===== config.mk =====
export PLATFORM = sky130hd
export DESIGN_NAME = lcg_cycle_measure_top
export DESIGN_NICKNAME = d
export VERILOG_FILES = /design/src/lcm_pkg.sv /design/src/lcg_cycle_measure_top.sv
export VERILOG_INCLUDE_DIRS = /design/src /design/src/src
export SDC_FILE = /design/constraint.sdc
export NUM_CORES = 1
export LEC_CHECK = 0
export BUFFER_PORTS_ARGS = -buffer_cell sky130_fd_sc_hd__buf_4
export CORE_UTILIZATION = 55
export DETAILED_ROUTE_END_ITERATION = 7
export HOLD_SLACK_MARGIN = 0.03
export PLACE_DENSITY = 0.68
export SYNTH_ARGS = -nofsm -noshare
export SYNTH_HDL_FRONTEND = slang
export SYNTH_SLANG_ARGS = --single-unit

===== constraint.sdc =====
create_clock -name clk -period 19.74 [get_ports clk]
set_input_delay 1.974 -clock clk [delete_from_list [all_inputs] [get_ports clk]]
set_output_delay 1.974 -clock clk [all_outputs]
set_load 0.05 [all_outputs]

===== src/lcg_cycle_measure_top_defines.svh =====
// Assertion macros for the cycle measurement block.
// Both expect clk in scope at the place of use; LCM_ASSERT also expects rst_n.
`ifndef LCG_CYCLE_MEASURE_TOP_DEFINES_SVH
`define LCG_CYCLE_MEASURE_TOP_DEFINES_SVH

`ifndef ASSERT_OFF
// Checked only while out of reset
`define LCM_ASSERT(lbl, prop, msg) \
    lbl: assert property (@(posedge clk) disable iff (!rst_n) prop) else $error(msg);
// Checked at every edge, reset included
`define LCM_ASSERT_ALWAYS(lbl, prop, msg) \
    lbl: assert property (@(posedge clk) prop) else $error(msg);
`else
`define LCM_ASSERT(lbl, prop, msg)
`define LCM_ASSERT_ALWAYS(lbl, prop, msg)
`endif

`endif


===== src/lcm_pkg.sv =====
package lcm_pkg;

    // Sequencer states
    typedef enum logic [2:0] {
        ST_IDLE,
        ST_CRED,
        ST_MUL,
        ST_RED,
        ST_CHECK,
        ST_OUT
    } lcm_state_t;

    // Search phases of the tortoise-and-hare walk
    typedef enum logic [1:0] {
        PH_IDLE,
        PH_MEET,
        PH_TAIL,
        PH_CYCLE
    } lcm_phase_t;

endpackage


===== src/lcg_cycle_measure_top.sv =====
// Counts the distinct values of x(k+1) = (multiplier*x(k) + increment) mod modulus started
// at seed, using the tortoise-and-hare search (meet, tail length, cycle length), and returns
// tail plus cycle length; a zero modulus returns 0 with bad_modulus set. All arithmetic
// goes through one multiplier and one remainder unit that retires one dividend bit per
// cycle; each generator step runs a multiply and a full reduction, and the increment is
// reduced once per query. A query steps the tortoise and hare to their meeting point,
// then walks the tail and the cycle. in_ready is high only while the block is idle; the
// result sits in an output register, so the next query can be taken before the last
// result is read.
`include "lcg_cycle_measure_top_defines.svh"

module lcg_cycle_measure_top
    import lcm_pkg::*;
#(
    parameter int VALUE_BITS = 16
) (
    input  logic                  clk,
    input  logic                  rst_n,
    input  logic                  in_valid,
    output logic                  in_ready,
    input  logic [VALUE_BITS-1:0] multiplier,
    input  logic [VALUE_BITS-1:0] increment,
    input  logic [VALUE_BITS-1:0] modulus,
    input  logic [VALUE_BITS-1:0] seed,
    output logic                  out_valid,
    input  logic                  out_ready,
    output logic [VALUE_BITS:0]   distinct_count,
    output logic                  bad_modulus
);

    localparam int W     = VALUE_BITS;
    localparam int DIV_W = 2 * W + 1;
    localparam int CNT_W = $clog2(DIV_W + 1);

    lcm_state_t        state_reg, state_next;
    lcm_phase_t        phase_reg, phase_next;
    logic [1:0]        sub_reg, sub_next;
    logic              sel_h_reg, sel_h_next;
    logic              bad_reg, bad_next;
    logic [W-1:0]      z_reg, z_next;
    logic [W-1:0]      mod_reg, mod_next;
    logic [W-1:0]      seed_reg, seed_next;
    logic [W-1:0]      cmod_reg, cmod_next;
    logic [W-1:0]      t_reg, t_next;
    logic [W-1:0]      h_reg, h_next;
    logic [W:0]        mu_reg, mu_next;
    logic [W:0]        lam_reg, lam_next;
    logic [DIV_W-1:0]  div_reg, div_next;
    logic [W-1:0]      rem_reg, rem_next;
    logic [CNT_W-1:0]  cnt_reg, cnt_next;
    logic              out_valid_reg, out_valid_next;
    logic [W:0]        out_count_reg, out_count_next;
    logic              out_bad_reg, out_bad_next;

    logic [W-1:0]      operand;
    logic [2*W-1:0]    product;
    logic [W:0]        shifted;
    logic [W:0]        diff;
    logic [W-1:0]      rem_step;
    logic              red_last;

    // Shared multiplier: one generator product per step
    assign operand = sel_h_reg ? h_reg : t_reg;
    assign product = z_reg * operand;

    // Shared remainder unit: bring in one dividend bit, subtract the modulus if it fits
    assign shifted  = {rem_reg, div_reg[DIV_W-1]};
    assign diff     = shifted - {1'b0, mod_reg};
    assign rem_step = (shifted >= {1'b0, mod_reg}) ? diff[W-1:0] : shifted[W-1:0];
    assign red_last = (cnt_reg == CNT_W'(DIV_W - 1));

    assign in_ready       = (state_reg == ST_IDLE);
    assign out_valid      = out_valid_reg;
    assign distinct_count = out_count_reg;
    assign bad_modulus    = out_bad_reg;

    // Sequencer: next state and datapath updates
    always_comb
    begin
        state_next     = state_reg;
        phase_next     = phase_reg;
        sub_next       = sub_reg;
        sel_h_next     = sel_h_reg;
        bad_next       = bad_reg;
        z_next         = z_reg;
        mod_next       = mod_reg;
        seed_next      = seed_reg;
        cmod_next      = cmod_reg;
        t_next         = t_reg;
        h_next         = h_reg;
        mu_next        = mu_reg;
        lam_next       = lam_reg;
        div_next       = div_reg;
        rem_next       = rem_reg;
        cnt_next       = cnt_reg;
        out_valid_next = out_valid_reg;
        out_count_next = out_count_reg;
        out_bad_next   = out_bad_reg;

        // Drop the result once the transfer completes
        if (out_valid_reg && out_ready)
        begin
            out_valid_next = 1'b0;
        end

        case (state_reg)
            ST_IDLE:
            begin
                if (in_valid)
                begin
                    z_next    = multiplier;
                    mod_next  = modulus;
                    seed_next = seed;
                    div_next  = {{(W + 1){1'b0}}, increment};
                    rem_next  = '0;
                    cnt_next  = '0;
                    if (modulus == '0)
                    begin
                        bad_next   = 1'b1;
                        state_next = ST_OUT;
                    end
                    else
                    begin
                        bad_next   = 1'b0;
                        state_next = ST_CRED;
                    end
                end
            end

            ST_CRED:
            begin
                // Reduce the increment once, then start the meeting search
                div_next = {div_reg[DIV_W-2:0], 1'b0};
                rem_next = rem_step;
                cnt_next = cnt_reg + 1'b1;
                if (red_last)
                begin
                    cmod_next  = rem_step;
                    t_next     = seed_reg;
                    h_next     = seed_reg;
                    phase_next = PH_MEET;
                    sub_next   = 2'd0;
                    state_next = ST_CHECK;
                end
            end

            ST_MUL:
            begin
                div_next   = {1'b0, product} + {{(W + 1){1'b0}}, cmod_reg};
                rem_next   = '0;
                cnt_next   = '0;
                state_next = ST_RED;
            end

            ST_RED:
            begin
                div_next = {div_reg[DIV_W-2:0], 1'b0};
                rem_next = rem_step;
                cnt_next = cnt_reg + 1'b1;
                if (red_last)
                begin
                    if (sel_h_reg)
                    begin
                        h_next = rem_step;
                    end
                    else
                    begin
                        t_next = rem_step;
                    end
                    state_next = ST_CHECK;
                end
            end

            ST_CHECK:
            begin
                case (phase_reg)
                    PH_MEET:
                    begin
                        // Tortoise one step, hare two steps, then compare
                        case (sub_reg)
                            2'd0:
                            begin
                                sel_h_next = 1'b0;
                                sub_next   = 2'd1;
                                state_next = ST_MUL;
                            end
                            2'd1:
                            begin
                                sel_h_next = 1'b1;
                                sub_next   = 2'd2;
                                state_next = ST_MUL;
                            end
                            2'd2:
                            begin
                                sel_h_next = 1'b1;
                                sub_next   = 2'd3;
                                state_next = ST_MUL;
                            end
                            default:
                            begin
                                if (h_reg == t_reg)
                                begin
                                    h_next     = seed_reg;
                                    mu_next    = '0;
                                    phase_next = PH_TAIL;
                                end
                                sub_next = 2'd0;
                            end
                        endcase
                    end

                    PH_TAIL:
                    begin
                        // Walk both from seed and meeting point until they agree
                        if (sub_reg == 2'd0)
                        begin
                            if (h_reg == t_reg)
                            begin
                                phase_next = PH_CYCLE;
                            end
                            else
                            begin
                                sel_h_next = 1'b1;
                                sub_next   = 2'd1;
                                state_next = ST_MUL;
                            end
                        end
                        else
                        begin
                            mu_next    = mu_reg + 1'b1;
                            sel_h_next = 1'b0;
                            sub_next   = 2'd0;
                            state_next = ST_MUL;
                        end
                    end

                    PH_CYCLE:
                    begin
                        // Advance the hare around the cycle once
                        if (sub_reg == 2'd0)
                        begin
                            lam_next   = {{W{1'b0}}, 1'b1};
                            sel_h_next = 1'b1;
                            sub_next   = 2'd1;
                            state_next = ST_MUL;
                        end
                        else if (h_reg == t_reg)
                        begin
                            phase_next = PH_IDLE;
                            sub_next   = 2'd0;
                            state_next = ST_OUT;
                        end
                        else
                        begin
                            lam_next   = lam_reg + 1'b1;
                            sel_h_next = 1'b1;
                            state_next = ST_MUL;
                        end
                    end

                    default:
                    begin
                        state_next = ST_IDLE;
                    end
                endcase
            end

            ST_OUT:
            begin
                // Hold until the output register is free
                if (!out_valid_reg || out_ready)
                begin
                    out_valid_next = 1'b1;
                    out_bad_next   = bad_reg;
                    out_count_next = bad_reg ? '0 : (mu_reg + lam_reg);
                    state_next     = ST_IDLE;
                end
            end

            default:
            begin
                state_next = ST_IDLE;
            end
        endcase
    end

    // Control registers
    always_ff @(posedge clk or negedge rst_n)
    begin
        if (!rst_n)
        begin
            state_reg     <= ST_IDLE;
            phase_reg     <= PH_IDLE;
            sub_reg       <= 2'd0;
            out_valid_reg <= 1'b0;
            t_reg         <= '0;
            h_reg         <= '0;
            mu_reg        <= '0;
            lam_reg       <= '0;
        end
        else
        begin
            state_reg     <= state_next;
            phase_reg     <= phase_next;
            sub_reg       <= sub_next;
            out_valid_reg <= out_valid_next;
            t_reg         <= t_next;
            h_reg         <= h_next;
            mu_reg        <= mu_next;
            lam_reg       <= lam_next;
        end
    end

    // Payload registers
    always_ff @(posedge clk)
    begin
        sel_h_reg     <= sel_h_next;
        bad_reg       <= bad_next;
        z_reg         <= z_next;
        mod_reg       <= mod_next;
        seed_reg      <= seed_next;
        cmod_reg      <= cmod_next;
        div_reg       <= div_next;
        rem_reg       <= rem_next;
        cnt_reg       <= cnt_next;
        out_count_reg <= out_count_next;
        out_bad_reg   <= out_bad_next;
    end

    // Checks
    `LCM_ASSERT(a_rem_below_mod, (state_reg == ST_RED) |-> (rem_reg < mod_reg), "remainder not below modulus")
    `LCM_ASSERT(a_bad_gives_zero, (out_valid_reg && out_bad_reg) |-> (out_count_reg == '0), "bad modulus with nonzero count")
    `LCM_ASSERT(a_good_nonzero, (out_valid_reg && !out_bad_reg) |-> (out_count_reg != '0), "good query with zero count")
    `LCM_ASSERT_ALWAYS(a_idle_phase, (state_reg == ST_IDLE) |-> (phase_reg == PH_IDLE), "idle with search phase active")

endmodule

# Yosys cells after proc, flatten, opt, wreduce, memory -nomap -nowiden
# Cells that the tools add are included.
[totals]
reg_bits = 213
inputBits = 68
output_inout_bits = 20
wordCells = 151
[classes]
addsub = 6
multipliers = 1
order_cmp = 1
eq_ne = 37
muxes = 60
reduce_logical = 27
[op_table]
columns = ["op", "count"]
rows = [
  ["two-way mux 16 bit", 11],
  ["case mux 33 bit (3 select lines)", 1],
  ["case mux 16 bit (3 select lines)", 2],
  ["two-way mux 17 bit", 5],
  ["adder 17 x 1 -> 17 bit (second input constant)", 2],
  ["case mux 17 bit (2 select lines)", 1],
  ["adder 32 x 16 -> 33 bit", 1],
  ["two-way mux 33 bit", 1],
  ["multiplier 16 x 16 -> 32 bit", 1],
  ["case mux 16 bit (2 select lines)", 1],
  ["two-way mux 3 bit", 9],
  ["inequality test 3 bit (second input constant)", 8],
  ["two-way mux 2 bit", 11],
  ["inequality test 2 bit (second input constant)", 11],
  ["case mux 2 bit (3 select lines)", 3],
  ["case mux 6 bit (3 select lines)", 1],
  ["adder 17 bit", 1],
  [">= comparator 17 x 16 -> 1 bit", 1],
  ["== test 16 bit", 1],
  ["logical NOT 16 bit", 1],
  ["subtractor 16 bit", 1],
  ["case mux 3 bit (5 select lines)", 1],
  ["AND reduction 5 bit", 3],
  ["case mux 3 bit (3 select lines)", 1],
  ["other kinds (29)", 53],
]

# Logic depth before layout (Yosys ltp)
# Gate-level depths: netlist of run 1.
[logic_depth]
depth_word = 5
depth_mapped = 27
mapped_depth_nobuf = 25

# Worst setup path after synthesis of run 1
# No wires, ideal clock.
[synth_timing]
path_kind = "flip-flop to flip-flop"
from = "register sel_h_reg"
to = "register div_reg[32] (data pin)"
setup_time_ns = 0.259
arrival_ns = 6.939
t_required_ns = 19.481
slack_ns = 12.542
path_stages_with_launch = 25
path_buffers = 3
period_less_slack_ns = 7.198
path_cell_list = "edfxtp_1 clkbuf_1 clkbuf_1 mux2_2 clkbuf_1 nand2_1 fa_1 fa_1 fa_1 fa_1 inv_1 fa_1 inv_1 fa_1 inv_1 ha_1 a21o_1 a21o_1 a21o_1 a22oi_1 o22ai_1 a2111oi_1 o31ai_1 o21a_1 a211o_1"
[synth_via]
elab_chain_cells = 4
[synth_rtl]
columns = ["item", "line", "source"]
rows = [
  ["start: declaration", "lcg_cycle_measure_top.sv:38", "logic sel_h_reg, sel_h_next;"],
  ["start signal: assignment", "lcg_cycle_measure_top.sv:317", "sel_h_reg <= sel_h_next;"],
  ["two-way mux 16 bit", "lcg_cycle_measure_top.sv:63", "assign operand = sel_h_reg ? h_reg : t_reg;"],
  ["multiplier 16 x 16 -> 32 bit", "lcg_cycle_measure_top.sv:64", "assign product = z_reg * operand;"],
  ["adder 32 x 16 -> 33 bit", "lcg_cycle_measure_top.sv:149", "div_next = {1'b0, product} + {{(W + 1){1'b0}}, cmod_reg};"],
  ["case mux 33 bit (3 select lines)", "lcg_cycle_measure_top.sv:106", "case (state_reg)"],
  ["net div_next[32]", "lcg_cycle_measure_top.sv:48", "logic [DIV_W-1:0] div_reg, div_next;"],
  ["end signal: assignment", "lcg_cycle_measure_top.sv:323", "div_reg <= div_next;"],
  ["end: declaration", "lcg_cycle_measure_top.sv:48", ""],
]
# The timed path passes the listed nets, and every way through them passes these cells.
# A chain may end at the register's enable or synchronous reset.

# Worst setup path in the final report of run 1
# Ends and elaborated chain as after synthesis.

==> results_dict.tcl, run 1 <==
set metrics [dict create \
    drive_above_1_share_pct 9.03 \
    cp_slowest_cell "edfxtp_1" \
    wl_per_cell_um 18.9 \
    port_buffers 87 \
    crit_family "adder cells" \
    path_cells "mux2_2 > nand2_1 > fa_1 > fa_1 > fa_1 > fa_1 > inv_1 > fa_1 > inv_1 > fa_1 > inv_1 > ha_1 > a21o_1 > a21o_1 > a21o_1 > a22oi_1 > o22ai_1 > a2111oi_1 > o31ai_1 > o21a_1 > a211o_1" \
    vias_per_cell 5.56 \
    clock-sinks 213 \
    initial_core_util_pct 55.7 \
    synth_top_area_share_pct 21.6 \
    fmax_ghz 0.131 \
    reg2reg_slack_ns 12.09 \
    drcViolationCount 0 \
    fin_crit_ns 7.65 \
    rsz0062_at_grt "no" \
    antenna_cells 0 \
    area_growth_pct 10.0 \
    pre_cts_ws_ns 12.09 \
    crit_type "reg2reg" \
    hold_violations 0 \
    fin_setup_tns_ns 0 \
    ys_seq_area_share_pct 30.5 \
    grt_remaining_overflow 0 \
    async_reset_ff_share_pct 34.7 \
    numCtsBuffers 27 \
    dpl_cell_area_mm2 0.0208 \
    start_kind "flip-flop" \
    cts_setup_buffers 0 \
    cts_root_buf "clkbuf_16" \
    synth_cells 2025 \
    grt_use_total_pct 27.8 \
    die_area_mm2 0.0367 \
    final_nets 2517 \
    dp_hpwl_um 37200 \
    grt_pass1_wl_um 78900 \
    largest_reg_flops 33 \
    holdCritPathClass "reg2reg" \
    antenna_found_initial 0 \
    worstHoldStart "div_reg[20]" \
    finClkSkew_ns 0.0225 \
    worstRegToRegCells 21 \
    synth.cell_area_mm2 0.0198 \
    drt_pass1_iterations 5 \
    hold_buffers 0 \
    vias 14247 \
    synth-seq-cells 213 \
    clock_latency_ns 0.56 \
    maxCapViolCount 0 \
    worstPathRequired_ns 20.03 \
    cts_resized 0 \
    cts_max_level 1 \
    critPathMaxStageDelay_ns 0.96 \
    grt_max_degree 75 \
    coreArea_mm2 0.0355 \
    cp_max_fo 19 \
    wl_um 48300 \
    synthTopCellsByArea "fa_1, edfxtp_1, ha_1" \
    crit_start "sel_h_reg" \
    core.rowCount 69 \
    relSlewSlack_pct 28.3 \
    synth_edf_count 139 \
    synthFlopType "edfxtp_1" \
    critPathArrivalTime_ns 7.94 \
    status "complete, no violations" \
    fin_crit_sh_pct 38.8 \
    grt_pass1_vias 15044 \
    syn_nets 2460 \
    fillers 3029 \
    end_kind "flip-flop" \
    tightest_slew_ns 1.07 \
    io_pins 88 \
    setup_violations 0 \
    drt_iter0_markers 806 \
    synth_warnings 0 \
    synth_area_leader_cell "fa_1" \
    regToRegStartpoint "sel_h_reg" \
    r2r-end "div_reg[32]" \
    cp_common_cell "fa_1" \
    ant_nets 0 \
    cts_buffer_depth 3 \
    tritoncts "done" \
    gp_routability_congestion 0.903 \
    hold_end "div_reg[21]" \
    timing.final.ws_setup_ns 12.09 \
    slew_violations 0 \
    die_h_um 192 \
    design_area_mm2 0.0217 \
    synth_cell_types 63 \
    die_w_um 192 \
    hold_path_depth 2 \
    clk_pin_slew_ns 0.06 \
    syn_area_per_cell_um2 9.76 \
    cp_num_buf_inv 3 \
]
layout by cell type, fill, tap and decap left out, types with 7 or more instances in the layout:
cell       netlist  layout
a21o_1          27      27
a21oi_1         58      58
a221o_1          8       8
a22oi_1         13      13
and2_1          86      85
buf_4            1     100
clkbuf_16        0      27
dfrtp_1         74      74
edfxtp_1       139     139
fa_1           213     213
ha_1           154     154
inv_1          340     340
mux2_2          30      30
mux2i_1          7       7
nand2_1        253     253
nand2b_1        19      19
nand3_1         22      22
nand4_1         13      13
nor2_1         121     120
nor2b_1         56      55
nor3_1          23      23
nor4_1          11      11
o21a_1          13      13
o21ai_0         50      50
o21ai_1         22      22
o31ai_1         27      27
or3_1           12      12
xnor2_1         32      32
xor2_1          54      54
routing by layer:
layer / GRT usage (%) / up-vias / wire length [µm] / part of all wire, %
li1: - / 6677 / - / -
met1: 37.2 / 7095 / 21100 / 44
met2: 46.6 / 382 / 23100 / 48
met3: 3.08 / 93 / 2360 / 4.9
met4: 10.6 / 0 / 1730 / 3.6
met5: 0 / - / 0 / 0
worst max path at each step:
stage                  endpoint  cells past startpoint  slack, ns
floorplan           div_reg[32]                     24      12.54
global placement    div_reg[32]                     21      12.18
detailed placement  div_reg[32]                     21      12.09
CTS                 div_reg[32]                     21      12.09
global route        div_reg[30]                     24      11.69
finish              div_reg[32]                     21      12.09
logic make-up after synthesis:
family	synth area share, %
AND/OR/NAND/NOR	15.4
buffers and inverters	7.90
adder cells (fa/ha/maj)	31.3
AO/OA/AOI/OAI	8.94
flip-flops	30.5
XOR/XNOR	3.81
multiplexers	2.06
through the flow:
stage	std cells	hold WS [ns]	utilization, %
2_1_floorplan	2025	0.424	-
3_3_place_gp	2514	0.505	58.7
3_5_place_dp	2514	0.512	58.7
4_1_cts	2564	0.527	61.2
5_1_grt	2564	0.555	61.2
6_report	2564	0.525	61.2
synthesized netlist by cell type, drive strengths merged (5+ instances only):
cell type  count
and3           5
a31oi          6
nand2b        19
o21ai         73
a21oi         58
a221o          8
nor4          11
o21a          13
xnor2         32
o31ai         27
mux2i          7
nand4         13
nor2b         56
a21o          27
dfrtp         74
edfxtp       139
a22oi         14
nor2         123
and2          86
nand3         22
fa           213
inv          342
nor3          25
clkbuf        68
a211oi         7
nand2        253
ha           154
o21bai         5
a211o          5
xor2          54
mux2          30
or3           12
final cells by class:
| type | instances | area [µm²] | area share, % |
|---|---|---|---|
| multi-input combinational | 1398 | 12200 | 56.1 |
| clock buffer | 30 | 687 | 3.16 |
| timing repair buffer | 100 | 751 | 3.45 |
| tap | 461 | 577 | 2.65 |
| inverter | 342 | 1280 | 5.91 |
| clock inverter | 20 | 215 | 0.990 |
| sequential | 213 | 6030 | 27.7 |
worst reg2reg max path: cells and delay by family, from the launching register on:
| kind | cells | cell delay, ns |
|---|---|---|
| AO/OA/AOI/OAI | 9 | 2.20 |
| flip-flops | 1 | 0.96 |
| buffers and inverters | 3 | 0.14 |
| adder cells (fa/ha/maj) | 7 | 3.41 |
| AND/OR/NAND/NOR | 1 | 0.14 |
| multiplexers | 1 | 0.55 |
Power of run 1 is left out: the tool's default activity adds up to more than one toggle a clock period on the data nets, which glitch-free logic cannot reach.
==> run 2, diff against run 1 <==
- clock period: 19.74 -> 7.25 ns (I/O delays scaled with it)
==> results_dict.tcl, run 2 (synthesis gave the netlist of run 1 again) <==
set metrics [dict create \
    final_nets 2539 \
    vias 14454 \
    drt_pass1_iterations 5 \
    antenna_found_initial 0 \
    rsz0062_at_grt "yes" \
    die_h_um 192 \
    hold_buffers 0 \
    timing.final.ws_setup_ns 0.309 \
    dp.cells 2534 \
    die_w_um 192 \
    port_buffers 87 \
    clock-sinks 213 \
    fin_cells 2585 \
    final_common_cell "inv_1" \
    fin_crit_ns 6.94 \
    cp_slowest_cell "fa_1" \
    tightest_slew_ns 1.03 \
    critPathArrivalTime_ns 7.34 \
    crit_type "reg2reg" \
    core.rowCount 69 \
    cts_root_buf "clkbuf_16" \
    cp_max_fo 19 \
    hold_violations 0 \
    pre_cts_ws_ns 0.111 \
    initial_core_util_pct 55.7 \
    grt_max_degree 75 \
    worstRegToRegCells 26 \
    mostFrequentLayoutCells "inv_1, nand2_1, fa_1" \
    tritoncts "done" \
    finClkSkew_ns 0.0143 \
    cts_buffer_depth 3 \
    gp_routability_congestion 0.913 \
    relSlewSlack_pct 30.9 \
    die_area_mm2 0.0367 \
    maxCapViolCount 0 \
    grt_pass1_vias 15347 \
    grt_pass1_wl_um 79700 \
    setup_violations 0 \
    dp_hpwl_um 37900 \
    slew_violations 0 \
    wl_per_cell_um 18.9 \
    wl_um 48800 \
    grt_use_total_pct 28.1 \
    clock_latency_ns 0.58 \
    start_kind "flip-flop" \
    vias_per_cell 5.59 \
    worstPathRequired_ns 7.65 \
    coreArea_mm2 0.0355 \
    drt_iter0_markers 773 \
    status "complete, no violations" \
    end_kind "flip-flop" \
    drcViolationCount 0 \
    drive_above_1_share_pct 10.2 \
    critPathMaxStageDelay_ns 0.56 \
    grt_remaining_overflow 0 \
    area_growth_pct 11.1 \
    fmax_ghz 0.144 \
    antenna_cells 0 \
    ant_nets 0 \
    io_pins 88 \
    largest_reg_flops 33 \
    holdCritPathClass "in2async" \
    numCtsBuffers 26 \
    cts_max_level 1 \
    clk_pin_slew_ns 0.06 \
    fin_crit_sh_pct 95.7 \
]
[run 2: critical path: cells and delay by family (launching register included)]
family / cells / cell delay (ns)
buffers and inverters: 8 / 0.73
DFF: 1 / 0.42
AOI/OAI and AO/OA: 5 / 0.97
muxes: 1 / 0.36
adders and majority gates: 7 / 3.38
and+or+nand+nor: 5 / 0.89
[run 2: final timing paths]
check / slack, ns / from / to
setup / recovery: 0.31 / sel_h_reg / div_reg[30]
hold / removal: 0.28 / rst_n / mu_reg[11]
setup reg to reg: 0.31 / sel_h_reg / div_reg[30]
hold reg to reg: 0.53 / div_reg[27] / div_reg[28]
max in group asynchronous: 6.30 / rst_n / phase_reg[0]
min in group clk: 0.32 / multiplier[8] / z_reg[8]
[run 2: metal layers]
layer | wire length [µm] | GRT usage [%] | vias to the layer above
li1 | - | - | 6712
met1 | 20400 | 35.7 | 7188
met2 | 23300 | 48.0 | 453
met3 | 3020 | 4.15 | 101
met4 | 2110 | 11.4 | 0
met5 | 0 | 0 | -
[run 2: layout make-up]
class | instances | area [µm²]
clock inverter | 17 | 188
clock buffer | 31 | 689
multi-input combinational | 1398 | 12200
fill | 2972 | 13500
timing repair buffer | 123 | 936
inverter | 342 | 1280
sequential | 213 | 6030
tap | 461 | 577
[run 2: what timing repair did]
action                     4_1_cts  5_1_grt
setup endpoints to repair        0        8
gates resized for setup          0        8
buffers inserted                 0        3
hold endpoints to repair         0        0
[run 2: per-stage QoR]
step | hold slack (ns) | instance area [µm²] | TNS (ns) | utilization, %
global route | 0.305 | 21900 | -0.0322 | 61.8
CTS | 0.299 | 21900 | 0 | 61.6
detailed placement | 0.513 | 21000 | 0 | 59.2
floorplan | 0.424 | 19800 | 0 | -
finish | 0.281 | 21900 | 0 | 61.8
global placement | 0.503 | 21000 | 0 | 59.2
Power of run 2 is left out for the same reason.
==> run 3, diff against run 2 <==
- CORE_ASPECT_RATIO: unset -> 1.25
- CORE_UTILIZATION: 55 -> 37
- PLACE_DENSITY: 0.68 -> 0.49
==> results_dict.tcl, run 3 (synthesis gave the netlist of run 1 again) <==
set metrics [dict create \
    finClkSkew_ns 0.0342 \
    fmax_ghz 0.144 \
    port_buffers 87 \
    critPathMaxStageDelay_ns 0.54 \
    cp_common_cell "fa_1" \
    grt_pass1_vias 14905 \
    holdCritPathClass "in2async" \
    tritoncts "done" \
    gp_routability_congestion 0.868 \
    r2r-end "div_reg[18]" \
    multiInputGateArea_mm2 0.0122 \
    start_kind "flip-flop" \
    setup_violations 0 \
    drcViolationCount 0 \
    area_growth_pct 12.6 \
    grt_use_total_pct 19.1 \
    antenna_found_initial 0 \
    wl_per_cell_um 18.0 \
    cp_slowest_cell "fa_1" \
    hold_violations 0 \
    worstPathRequired_ns 7.56 \
    final_nets 2539 \
    slew_violations 0 \
    io_pins 88 \
    critPathArrivalTime_ns 7.24 \
    drt_iter0_markers 538 \
    cp_max_fo 19 \
    regToRegStartpoint "sel_h_reg" \
    wl_um 50400 \
    antenna_cells 0 \
    drt_pass1_iterations 8 \
    maxCapViolCount 0 \
    clock-sinks 213 \
    numCtsBuffers 26 \
    end_kind "flip-flop" \
    hold_buffers 0 \
    dp_hpwl_um 40200 \
    fillers 5118 \
    die_area_mm2 0.0543 \
    cts_resized 0 \
    rsz0062_at_grt "no" \
    ant_nets 0 \
    die_w_um 209 \
    cts_max_level 1 \
    reg2reg_slack_ns 0.31 \
    crit_family "adder cells" \
    initial_core_util_pct 37.5 \
    clk_pin_slew_ns 0.06 \
    drive_above_1_share_pct 10.5 \
    largest_reg_flops 33 \
    vias 13967 \
    fin_setup_tns_ns 0 \
    mostFrequentLayoutCells "inv_1, nand2_1, fa_1" \
    clock_latency_ns 0.57 \
    cts_buffer_depth 3 \
    coreArea_mm2 0.0527 \
    grt_pass1_wl_um 81500 \
    fin_crit_ns 6.94 \
    regArea_mm2 0.00603 \
    grt_remaining_overflow 0 \
    fin_crit_sh_pct 95.7 \
    relSlewSlack_pct 23.0 \
    final_common_cell "inv_1" \
    cp_num_buf_inv 6 \
    cts_root_buf "clkbuf_16" \
    status "complete, no violations" \
    core.rowCount 94 \
    cts_setup_buffers 0 \
    worstRegToRegCells 25 \
    grt_max_degree 75 \
    die_h_um 260 \
    vias_per_cell 5.00 \
    tightest_slew_ns 1.15 \
    crit_type "reg2reg" \
]
run 3: cell types whose count changed in the layout (fill, tap and decap cells not counted), sizes merged:
cell	before	now
inv	342	345
clkinvlp	2	1
clkinv	12	6
clkbuf	31	35
run 3: worst max path at each step:
stage                   start          end  slack (ns)  depth (start not counted)
floorplan           sel_h_reg  div_reg[32]        0.05                         24
global placement    sel_h_reg  div_reg[18]        0.27                         23
detailed placement  sel_h_reg  div_reg[18]        0.21                         23
CTS                 sel_h_reg  div_reg[18]        0.22                         23
global route        sel_h_reg  div_reg[18]       0.003                         23
finish              sel_h_reg  div_reg[18]        0.31                         25
run 3: metrics by stage:
step	hold WS (ns)	utilization, %	instance area, µm²	instances	worst slack (ns)
6_report	0.328	42.2	22300	2796	0.313
5_1_grt	0.298	42.2	22300	2796	0.00252
4_1_cts	0.297	42.2	22200	2796	0.223
3_5_place_dp	0.506	40.4	21300	2748	0.212
3_3_place_gp	0.503	40.4	21300	2748	0.274
2_1_floorplan	0.424	-	19800	2025	0.0518
run 3: worst reg2reg max path, delay by kind of cell, from the launching register on:
family,cells,cell delay [ns]
AO/OA/AOI/OAI,9,1.76
flip-flops,1,0.37
multiplexers,1,0.20
buffers and inverters,6,0.63
AND/OR/NAND/NOR,2,0.39
adder cells (fa/ha/maj),7,3.34
run 3: final cells by class:
class                           instances  share of cell area (%)
Tap cell                              672                    3.78
Timing Repair Buffer                  123                    4.21
Clock inverter                         13                   0.708
Clock buffer                           35                    3.54
Sequential cell                       213                    27.1
Multi-Input combinational cell       1398                    54.9
Inverter                              342                    5.77
run 3: layer usage:
metal  wire length, µm  GRT usage, %
met5                 0             0
met4               993          4.47
met1             22000          24.1
met3              1520          1.94
met2             25900          35.1
Power of run 3 is left out for the same reason.
